**src/rtl/mscs_pkg.sv**
```systemverilog
`timescale 1ns / 1ps
// Shared types, codes and helpers for the MPEG start code scanner.
// No dependencies; imported by every module of the block.
package mscs_pkg;

    localparam int QueueDepthDefault = 4;

    // start code values with a meaning of their own
    localparam logic [7:0] CODE_PACK    = 8'hba;
    localparam logic [7:0] CODE_SYSTEM  = 8'hbb;
    localparam logic [7:0] CODE_SEQ     = 8'hb3;
    localparam logic [7:0] CODE_GOP     = 8'hb8;
    localparam logic [7:0] CODE_PICTURE = 8'h00;
    localparam logic [7:0] CODE_SLICE_LO = 8'h01;
    localparam logic [7:0] CODE_SLICE_HI = 8'haf;
    localparam logic [7:0] CODE_AUDIO_LO = 8'hc0;
    localparam logic [7:0] CODE_AUDIO_HI = 8'hdf;
    localparam logic [7:0] CODE_VIDEO_LO = 8'he0;
    localparam logic [7:0] CODE_VIDEO_HI = 8'hef;
    localparam logic [7:0] PREFIX_END   = 8'h01;

    localparam logic [2:0] SEQ_HDR_BYTES = 3'd4;
    localparam logic [2:0] PIC_HDR_BYTES = 3'd2;

    // unit kinds as reported on the result channel
    localparam logic [3:0] KIND_PACK    = 4'd0;
    localparam logic [3:0] KIND_SYSTEM  = 4'd1;
    localparam logic [3:0] KIND_SEQ     = 4'd2;
    localparam logic [3:0] KIND_GOP     = 4'd3;
    localparam logic [3:0] KIND_PICTURE = 4'd4;
    localparam logic [3:0] KIND_SLICE   = 4'd5;
    localparam logic [3:0] KIND_AUDIO   = 4'd6;
    localparam logic [3:0] KIND_VIDEO   = 4'd7;
    localparam logic [3:0] KIND_UNKNOWN = 4'd8;

    // role of a byte handed from the front to the back
    typedef enum logic [1:0] {
        TOK_CODE_DONE,  // code byte that completes a unit by itself
        TOK_CODE_HDR,   // code byte that opens a header capture
        TOK_HDR,        // header byte, more to follow
        TOK_LAST        // last header byte, completes the unit
    } tok_tag_t;

    typedef struct packed {
        tok_tag_t    tag;
        logic [7:0]  data;
    } token_t;

    function automatic logic [3:0] classify(input logic [7:0] code);
        logic [3:0] kind;
        begin
            if (code == CODE_PACK)
                kind = KIND_PACK;
            else if (code == CODE_SYSTEM)
                kind = KIND_SYSTEM;
            else if (code == CODE_SEQ)
                kind = KIND_SEQ;
            else if (code == CODE_GOP)
                kind = KIND_GOP;
            else if (code == CODE_PICTURE)
                kind = KIND_PICTURE;
            else if (code >= CODE_SLICE_LO && code <= CODE_SLICE_HI)
                kind = KIND_SLICE;
            else if (code >= CODE_AUDIO_LO && code <= CODE_AUDIO_HI)
                kind = KIND_AUDIO;
            else if (code >= CODE_VIDEO_LO && code <= CODE_VIDEO_HI)
                kind = KIND_VIDEO;
            else
                kind = KIND_UNKNOWN;
            return kind;
        end
    endfunction

endpackage

```
**src/rtl/mscs_front.sv**
```systemverilog
`timescale 1ns / 1ps
// Front end: prefix search and byte tagging, one byte per cycle while accept is high.
// Depends on mscs_pkg; pushes tagged bytes into the token queue.
module mscs_front (
    input  logic              clk,
    input  logic              rst_n,
    input  logic              accept,
    input  logic [7:0]        stream_byte,
    output logic              push,
    output mscs_pkg::token_t  push_tok
);
    import mscs_pkg::*;

    typedef enum logic [1:0] {
        PH_SEARCH,
        PH_CODE,
        PH_CAPTURE,
        PH_SPARE
    } phase_t;

    phase_t     phase_reg, phase_next;
    logic [1:0] zero_run_reg, zero_run_next;
    logic [2:0] left_reg, left_next;

    always_comb
    begin
        phase_next    = phase_reg;
        zero_run_next = zero_run_reg;
        left_next     = left_reg;
        push          = 1'b0;
        push_tok.tag  = TOK_HDR;
        push_tok.data = stream_byte;
        if (accept)
        begin
            case (phase_reg)
                PH_CODE:
                begin
                    zero_run_next = 2'd0;
                    push          = 1'b1;
                    if (stream_byte == CODE_SEQ || stream_byte == CODE_PICTURE)
                    begin
                        left_next    = (stream_byte == CODE_SEQ) ? SEQ_HDR_BYTES
                                                                 : PIC_HDR_BYTES;
                        phase_next   = PH_CAPTURE;
                        push_tok.tag = TOK_CODE_HDR;
                    end
                    else
                    begin
                        phase_next   = PH_SEARCH;
                        push_tok.tag = TOK_CODE_DONE;
                    end
                end
                PH_CAPTURE:
                begin
                    push = 1'b1;
                    if (left_reg > 3'd1)
                    begin
                        left_next    = left_reg - 3'd1;
                        push_tok.tag = TOK_HDR;
                    end
                    else
                    begin
                        left_next     = 3'd0;
                        phase_next    = PH_SEARCH;
                        zero_run_next = 2'd0;
                        push_tok.tag  = TOK_LAST;
                    end
                end
                default:
                begin
                    // searching; the spare phase falls back to the search
                    phase_next = PH_SEARCH;
                    if (stream_byte == 8'h00)
                    begin
                        if (zero_run_reg < 2'd2)
                            zero_run_next = zero_run_reg + 2'd1;
                    end
                    else if (stream_byte == PREFIX_END && zero_run_reg >= 2'd2)
                    begin
                        zero_run_next = 2'd0;
                        phase_next    = PH_CODE;
                    end
                    else
                        zero_run_next = 2'd0;
                end
            endcase
        end
    end

    always_ff @(posedge clk or negedge rst_n)
    begin
        if (!rst_n)
        begin
            phase_reg    <= PH_SEARCH;
            zero_run_reg <= 2'd0;
            left_reg     <= 3'd0;
        end
        else
        begin
            phase_reg    <= phase_next;
            zero_run_reg <= zero_run_next;
            left_reg     <= left_next;
        end
    end

endmodule

```
**src/rtl/mscs_fifo.sv**
```systemverilog
`timescale 1ns / 1ps
// Small token queue between front and back, built from flip-flops.
// Depends on mscs_pkg for the token type.
module mscs_fifo #(
    parameter int Depth = mscs_pkg::QueueDepthDefault
) (
    input  logic              clk,
    input  logic              rst_n,
    input  logic              push,
    input  mscs_pkg::token_t  push_tok,
    input  logic              pop,
    output mscs_pkg::token_t  head_tok,
    output logic              full,
    output logic              empty
);
    import mscs_pkg::*;

    localparam int IdxW = (Depth > 1) ? $clog2(Depth) : 1;
    localparam int CntW = $clog2(Depth + 1);

    token_t            mem_reg [Depth];
    logic [IdxW-1:0]   wr_ptr_reg, rd_ptr_reg;
    logic [CntW-1:0]   count_reg;
    logic              do_push, do_pop;

    assign full     = (count_reg == CntW'(Depth));
    assign empty    = (count_reg == '0);
    assign do_push  = push && !full;
    assign do_pop   = pop && !empty;
    assign head_tok = mem_reg[rd_ptr_reg];

    function automatic logic [IdxW-1:0] bump(input logic [IdxW-1:0] p);
        return (p == IdxW'(Depth - 1)) ? '0 : p + IdxW'(1);
    endfunction

    always_ff @(posedge clk)
    begin
        if (do_push)
            mem_reg[wr_ptr_reg] <= push_tok;
    end

    always_ff @(posedge clk or negedge rst_n)
    begin
        if (!rst_n)
        begin
            wr_ptr_reg <= '0;
            rd_ptr_reg <= '0;
            count_reg  <= '0;
        end
        else
        begin
            if (do_push)
                wr_ptr_reg <= bump(wr_ptr_reg);
            if (do_pop)
                rd_ptr_reg <= bump(rd_ptr_reg);
            if (do_push && !do_pop)
                count_reg <= count_reg + CntW'(1);
            else if (do_pop && !do_push)
                count_reg <= count_reg - CntW'(1);
        end
    end

endmodule

```
**src/rtl/mscs_back.sv**
```systemverilog
`timescale 1ns / 1ps
// Back end: assembles header bytes and builds results in an output register.
// Depends on mscs_pkg; drains the token queue.
module mscs_back (
    input  logic              clk,
    input  logic              rst_n,
    input  logic              tok_valid,
    input  mscs_pkg::token_t  tok,
    output logic              tok_pop,
    output logic              unit_valid,
    input  logic              unit_ready,
    output logic [3:0]        unit_kind,
    output logic [7:0]        start_code_value,
    output logic [11:0]       picture_width,
    output logic [11:0]       picture_height,
    output logic [3:0]        rate_code,
    output logic              rate_code_valid,
    output logic [2:0]        coding_type,
    output logic              coding_type_valid
);
    import mscs_pkg::*;

    logic        valid_reg;
    logic [7:0]  pending_reg;
    logic [23:0] cap_reg;
    logic [3:0]  kind_reg, kind_next;
    logic [7:0]  code_reg, code_next;
    logic [11:0] width_reg, width_next, height_reg, height_next;
    logic [3:0]  rate_reg, rate_next;
    logic        rate_ok_reg, rate_ok_next;
    logic [2:0]  ctype_reg, ctype_next;
    logic        ctype_ok_reg, ctype_ok_next;
    logic        emits, slot_free;

    assign emits     = (tok.tag == TOK_CODE_DONE) || (tok.tag == TOK_LAST);
    assign slot_free = !valid_reg || unit_ready;
    assign tok_pop   = tok_valid && (!emits || slot_free);

    always_comb
    begin
        kind_next     = KIND_UNKNOWN;
        code_next     = tok.data;
        width_next    = 12'd0;
        height_next   = 12'd0;
        rate_next     = 4'd0;
        rate_ok_next  = 1'b0;
        ctype_next    = 3'd0;
        ctype_ok_next = 1'b0;
        case (tok.tag)
            TOK_LAST:
            begin
                code_next = pending_reg;
                if (pending_reg == CODE_SEQ)
                begin
                    kind_next    = KIND_SEQ;
                    width_next   = cap_reg[23:12];
                    height_next  = cap_reg[11:0];
                    rate_next    = tok.data[3:0];
                    rate_ok_next = (tok.data[3:0] >= 4'd1) && (tok.data[3:0] <= 4'd8);
                end
                else
                begin
                    // any other pending code finishes as a picture
                    kind_next     = KIND_PICTURE;
                    ctype_next    = tok.data[5:3];
                    ctype_ok_next = (tok.data[5:3] >= 3'd1) && (tok.data[5:3] <= 3'd3);
                end
            end
            default:
                kind_next = classify(tok.data);
        endcase
    end

    always_ff @(posedge clk)
    begin
        if (tok_pop)
        begin
            case (tok.tag)
                TOK_CODE_HDR:
                begin
                    pending_reg <= tok.data;
                    cap_reg     <= 24'd0;
                end
                TOK_HDR:
                    cap_reg <= {cap_reg[15:0], tok.data};
                default:
                    cap_reg <= cap_reg;
            endcase
            if (emits)
            begin
                kind_reg     <= kind_next;
                code_reg     <= code_next;
                width_reg    <= width_next;
                height_reg   <= height_next;
                rate_reg     <= rate_next;
                rate_ok_reg  <= rate_ok_next;
                ctype_reg    <= ctype_next;
                ctype_ok_reg <= ctype_ok_next;
            end
        end
    end

    always_ff @(posedge clk or negedge rst_n)
    begin
        if (!rst_n)
            valid_reg <= 1'b0;
        else if (tok_pop && emits)
            valid_reg <= 1'b1;
        else if (unit_ready)
            valid_reg <= 1'b0;
    end

    assign unit_valid        = valid_reg;
    assign unit_kind         = kind_reg;
    assign start_code_value  = code_reg;
    assign picture_width     = width_reg;
    assign picture_height    = height_reg;
    assign rate_code         = rate_reg;
    assign rate_code_valid   = rate_ok_reg;
    assign coding_type       = ctype_reg;
    assign coding_type_valid = ctype_ok_reg;

endmodule

```
**src/rtl/mpeg_start_code_scanner_unit.sv**
```systemverilog
`timescale 1ns / 1ps
// MPEG start code scanner: one stream byte per cycle in while stream_ready is high, one unit record out.
// The completing byte is registered in the token queue, then in the back end's output register that drives unit_valid.
// Throughput: one byte per cycle while stream_ready is high, set by the front state machine;
// the QueueDepth-entry token queue absorbs result stalls before stream_ready drops.
// Reset (rst_n low, async): search restarts, queue empties, no result pending.
// Depends on mscs_pkg, mscs_front, mscs_fifo, mscs_back.
module mpeg_start_code_scanner_unit #(
    parameter int QueueDepth = mscs_pkg::QueueDepthDefault
) (
    input  logic        clk,
    input  logic        rst_n,
    input  logic        stream_valid,
    output logic        stream_ready,
    input  logic [7:0]  stream_byte,
    output logic        unit_valid,
    input  logic        unit_ready,
    output logic [3:0]  unit_kind,
    output logic [7:0]  start_code_value,
    output logic [11:0] picture_width,
    output logic [11:0] picture_height,
    output logic [3:0]  rate_code,
    output logic        rate_code_valid,
    output logic [2:0]  coding_type,
    output logic        coding_type_valid
);
    import mscs_pkg::*;

    logic   accept, q_push, q_pop, q_full, q_empty;
    token_t push_tok, head_tok;

    assign stream_ready = !q_full;
    assign accept       = stream_valid && stream_ready;

    mscs_front u_front (
        .clk         (clk),
        .rst_n       (rst_n),
        .accept      (accept),
        .stream_byte (stream_byte),
        .push        (q_push),
        .push_tok    (push_tok)
    );

    mscs_fifo #(
        .Depth (QueueDepth)
    ) u_fifo (
        .clk      (clk),
        .rst_n    (rst_n),
        .push     (q_push),
        .push_tok (push_tok),
        .pop      (q_pop),
        .head_tok (head_tok),
        .full     (q_full),
        .empty    (q_empty)
    );

    mscs_back u_back (
        .clk               (clk),
        .rst_n             (rst_n),
        .tok_valid         (!q_empty),
        .tok               (head_tok),
        .tok_pop           (q_pop),
        .unit_valid        (unit_valid),
        .unit_ready        (unit_ready),
        .unit_kind         (unit_kind),
        .start_code_value  (start_code_value),
        .picture_width     (picture_width),
        .picture_height    (picture_height),
        .rate_code         (rate_code),
        .rate_code_valid   (rate_code_valid),
        .coding_type       (coding_type),
        .coding_type_valid (coding_type_valid)
    );

    a_rate_only_seq: assert property (@(posedge clk) disable iff (!rst_n)
        unit_valid && rate_code_valid |-> unit_kind == KIND_SEQ)
        else $error("rate code flagged valid on a non-sequence unit");

    a_ctype_only_pic: assert property (@(posedge clk) disable iff (!rst_n)
        unit_valid && coding_type_valid |-> unit_kind == KIND_PICTURE)
        else $error("coding type flagged valid on a non-picture unit");

    a_size_only_seq: assert property (@(posedge clk) disable iff (!rst_n)
        unit_valid && unit_kind != KIND_SEQ |->
            picture_width == 12'd0 && picture_height == 12'd0 && rate_code == 4'd0)
        else $error("sequence fields nonzero on another unit kind");

    a_result_held: assert property (@(posedge clk) disable iff (!rst_n)
        q_pop && head_tok.tag == TOK_LAST |-> !unit_valid || unit_ready)
        else $error("back end overwrote an untaken result");

endmodule
```
**config.mk**
```make
export PLATFORM = sky130hd
export DESIGN_NAME = mpeg_start_code_scanner_unit
export DESIGN_NICKNAME = d
export VERILOG_FILES = /design/src/rtl/mscs_pkg.sv /design/src/rtl/mscs_front.sv /design/src/rtl/mscs_fifo.sv /design/src/rtl/mscs_back.sv /design/src/rtl/mpeg_start_code_scanner_unit.sv
export SDC_FILE = /design/constraint.sdc
export NUM_CORES = 1
export LEC_CHECK = 0
export BUFFER_PORTS_ARGS = -buffer_cell sky130_fd_sc_hd__buf_2
export CORE_AREA = 2 2 101 103
export DETAILED_ROUTE_END_ITERATION = 12
export DIE_AREA = 0 0 103 105
export GPL_TIMING_DRIVEN = 0
export PLACE_DENSITY = 0.89
export SYNTH_ARGS = -nofsm -noshare
export SYNTH_HDL_FRONTEND = slang
export SYNTH_SLANG_ARGS = --single-unit
```
**constraint.sdc**
```tcl
create_clock -name clk -period 4.65 [get_ports clk]
set_clock_uncertainty 0.05 [all_clocks]
set_input_delay 0.93 -clock clk [delete_from_list [all_inputs] [get_ports clk]]
set_output_delay 0.93 -clock clk [all_outputs]
set_load 0.005 [all_outputs]
```
==> impl.org <==
** Status
- Status :: finished clean

** Setup path
- The worst register-to-register path has a depth of 11.
- The setup path with the least slack is of type reg -> reg.
- Critical path capture point :: u_fifo.count_reg[2]
- Register-to-Register Setup Slack :: 1.25 ns
- Worst reg2reg startpoint :: u_fifo.rd_ptr_reg[1]
- Type of element capturing the critical path :: flip-flop
- Arrival time of the worst setup path :: 3.79 ns
- The critical path goes through clkbuf_1 > mux4_1 > ha_1 > inv_1 > o21bai_1 > ha_1 > inv_1 > fa_1 > xor2_1 > nor2_1 > xor2_1.
- On the worst path, the slowest cell contributes a delay of 0.46 ns.
- Of all nets on the critical path, the largest fanout is 10.
- Slowest cell on crit path :: clkbuf_1
- STA classifies the critical path startpoint as a flip-flop.
- In this run the critical register-to-register path is captured at u_fifo.count_reg[2].
- Critical path origin :: u_fifo.rd_ptr_reg[1]
- Req. time, crit path :: 5.04 ns

** Synth
- Count of state elements after synthesis :: 132
- Post-synth EDFFs :: 117
- Main area contributors after synthesis :: edfxtp_1 64%, dfrtp_1 6.9%, and2_1 6.2%, ha_1 3.2%, mux4_1 2.9%
- The synthesized netlist occupies a cell area of 0.00547 sq mm.
- Sequential area share after synthesis :: 71.1%
- Synthesis produced a netlist whose cell count is 346.
- Share of synthesized flip-flops with an asynchronous set or reset :: 11.4%
- Avg Inst Size Synth :: 15.8 sq um
- Area share of the leading cell type in the synthesized netlist :: 64.2%
- Counting every net in the synthesized netlist gives 373.
- Of all cell types, the one taking the most synthesized area is edfxtp_1.
- The Yosys step of the flow raised 0 warnings.
- The synthesized netlist contains 49 unique library cells.
- Most used flip-flop cell after synthesis :: edfxtp_1

** Detailed routing
- Final ANT Viol Nets :: 0
- Total number of vias :: 3,142
- In the routed layout, each cell is associated on average with a via count of 5.50.
- Drt first pass iters :: 4
- After detailed routing, the average wire length per cell comes to 17.0 microns.
- After the first detailed-routing iteration, the DRC count stood at 139.
- Routed Wire Length :: 9.68 mm
- After detailed routing, the number of remaining DRC violations is 0.

** Finish
- In the final layout, the share of cells above drive strength 1 is 26.3%.
- Total number of nets in the final design :: 452
- The layout has 662 filler cells.
- The register with the most flip-flops in the layout has 40 of them.
- Layout overhead on the synthesized area :: 20.5%
- The top cell types in the final layout, fill and taps aside, are 117 x edfxtp_1, 58 x buf_2, 54 x and2_1.
- Fin util :: 68.4%
- Final non-filler cell total :: 571
- Most common library cell in the layout ignoring fill and taps :: edfxtp_1
- Inserted Diodes :: 0

** Placement
- Including well taps, the total number of placed cells is 539.
- The HPWL after detailed placement is 6.40 mm.
- Setup WS pre-CTS :: 1.32 ns
- During placement, the flow inserted port buffers numbering 58.
- Gpl congestion :: 0.853

** Floorplan
- The floorplan step set the die width to 103 microns.
- Y dimension of the die :: 105 microns
- The floorplan has 36 rows.
- Floorplan core area :: 0.00964 sq mm
- The die covers 0.0108 sq mm.
- I/O pin count :: 59
- Effective utilization at floorplan :: 56.7%

** Clock network
- Buffers inserted during clock tree synthesis total 17.
- Max Buffers Root-to-Sink :: 2
- Post-CTS setup buffers :: 0
- Hold buffers post-CTS :: 0
- The later pin in the worst-skew pair is clocked with a latency of 0.52 ns.
- H-tree depth reported by CTS :: 4
- Clock-pin slew was measured on the worst setup and hold paths at 0.06 ns.
- Cells resized by post-CTS repair :: 0
- TritonCTS sink count :: 132
- Clock tree from TritonCTS :: built
- The cell sitting at the root of the clock tree is a clkbuf_8.

** Timing
- Clock period minus final worst setup slack :: 3.40 ns
- Maximum clock rate :: 0.294 GHz
- Across all setup checks in the final design, the least slack found is 1.25 ns.
- The count of final hold-check violations was 0.
- The number of pins exceeding their max-slew limit in the final report came to 0.
- RSZ-0062 raised after global routing :: false
- In this run the tightest slew margin relative to its limit is 53.2%.
- Setup violations remaining at the end of the flow were counted as 0.
- Worst Hold Slack :: 0.266 ns
- For the pin with the worst max-slew slack, the measured transition is 0.700 ns.
- The worst path uses 73.1% of the clock period.
- Setup total negative slack on the finished layout was measured at 0 ns.

** Global routing
- The first global-routing pass estimated 15.6 mm of wire.
- Vias in the first global route :: 3,115
- Summed over all layers, the global routing overflow is 0.
- Number of antenna violations at the first check in global routing :: 0
- Gr usage total :: 19.3%
- Largest net degree at the start of global routing :: 28

** Pwr
- Summed over all cells, the static leakage comes to 2.51 nW.
- Power per unit of standard cell area :: 649 mW/mm^2
- Across the VDD grid, the largest voltage drop is 305 uV.

** Hold path
- Worst hold path type :: in -> async

** Job
- Number of max-cap violations :: 0
==> report_power, final <==
group | internal, W | switching, W
logic | 0.000448 | 0.000601
clock network | 0.000832 | 0.000522
registers | 0.00176 | 0.000114
total | 0.00304 | 0.00124
==> critical path, delay by kind of cell (launching register included) <==
kind	cells	cell delay, ns
AO/OA/AOI/OAI	1	0.38
XOR/XNOR	2	0.33
adder cells (fa/ha/maj)	3	1.01
buffers and inverters	3	0.59
flip-flops	1	0.39
multiplexers	1	0.44
AND/OR/NAND/NOR	1	0.13
==> metrics by stage <==
stage / total power (W) / instance area [sq um]
2_1_floorplan: 0.00251 / 5470
3_3_place_gp: 0.00283 / 5930
3_5_place_dp: 0.00294 / 5980
4_1_cts: 0.00431 / 6590
5_1_grt: 0.00450 / 6590
6_report: 0.00428 / 6590
==> area by class of cell <==
class / instances / area (sq um) / share of cell area, %
Buffer: 9 / 41.3 / 0.627
Clock buffer: 17 / 414 / 6.29
Clock inverter: 15 / 196 / 2.98
Inverter: 17 / 63.8 / 0.968
Multi-Input combinational cell: 188 / 1490 / 22.5
Sequential cell: 132 / 3890 / 59.0
Tap cell: 133 / 166 / 2.53
Timing Repair Buffer: 60 / 333 / 5.05
==> Yosys cell counts, types with 3 or more instances <==
cell type / number
mux4_1: 6
edfxtp_1: 117
a21oi_1: 3
nor3_1: 6
ha_1: 14
mux2_2: 9
and2_1: 54
nand3_1: 3
nor2_1: 17
dfrtp_1: 15
mux4_2: 3
inv_1: 17
nand4_1: 4
nand2b_1: 3
o21ai_0: 7
clkbuf_1: 8
and3_1: 3
nand2_1: 16
nor4_1: 3
or4_1: 3
==> cell families (layout without fill, tap and decap cells) <==
family                   after synthesis  in the layout  share of synthesized area, %
multiplexers                          21             21                          6.79
AND/OR/NAND/NOR                      122            122                          12.6
flip-flops                           132            132                          71.1
XOR/XNOR                               3              3                         0.481
buffers and inverters                 26            118                          1.92
AO/OA/AOI/OAI                         27             27                          3.50
adder cells (fa/ha/maj)               15             15                          3.57
==> worst min path at each step <==
stage,end,slack (ns)
floorplan,u_front.zero_run_reg[0],0.40
global placement,u_front.zero_run_reg[0],0.41
detailed placement,u_front.zero_run_reg[0],0.43
CTS,u_front.left_reg[0],0.26
global route,u_front.zero_run_reg[1],0.28
finish,u_front.zero_run_reg[1],0.27
==> per-layer routing <==
metal	vias to the layer above	GRT usage, %	part of all wire [%]
met1	1551	23.4	40
met5	-	0	0
met4	0	8.55	2.6
met2	129	32.0	52
met3	19	5.48	5.5
li1	1443	-	-
No activity file was read; power rests on OpenSTA's default activity.
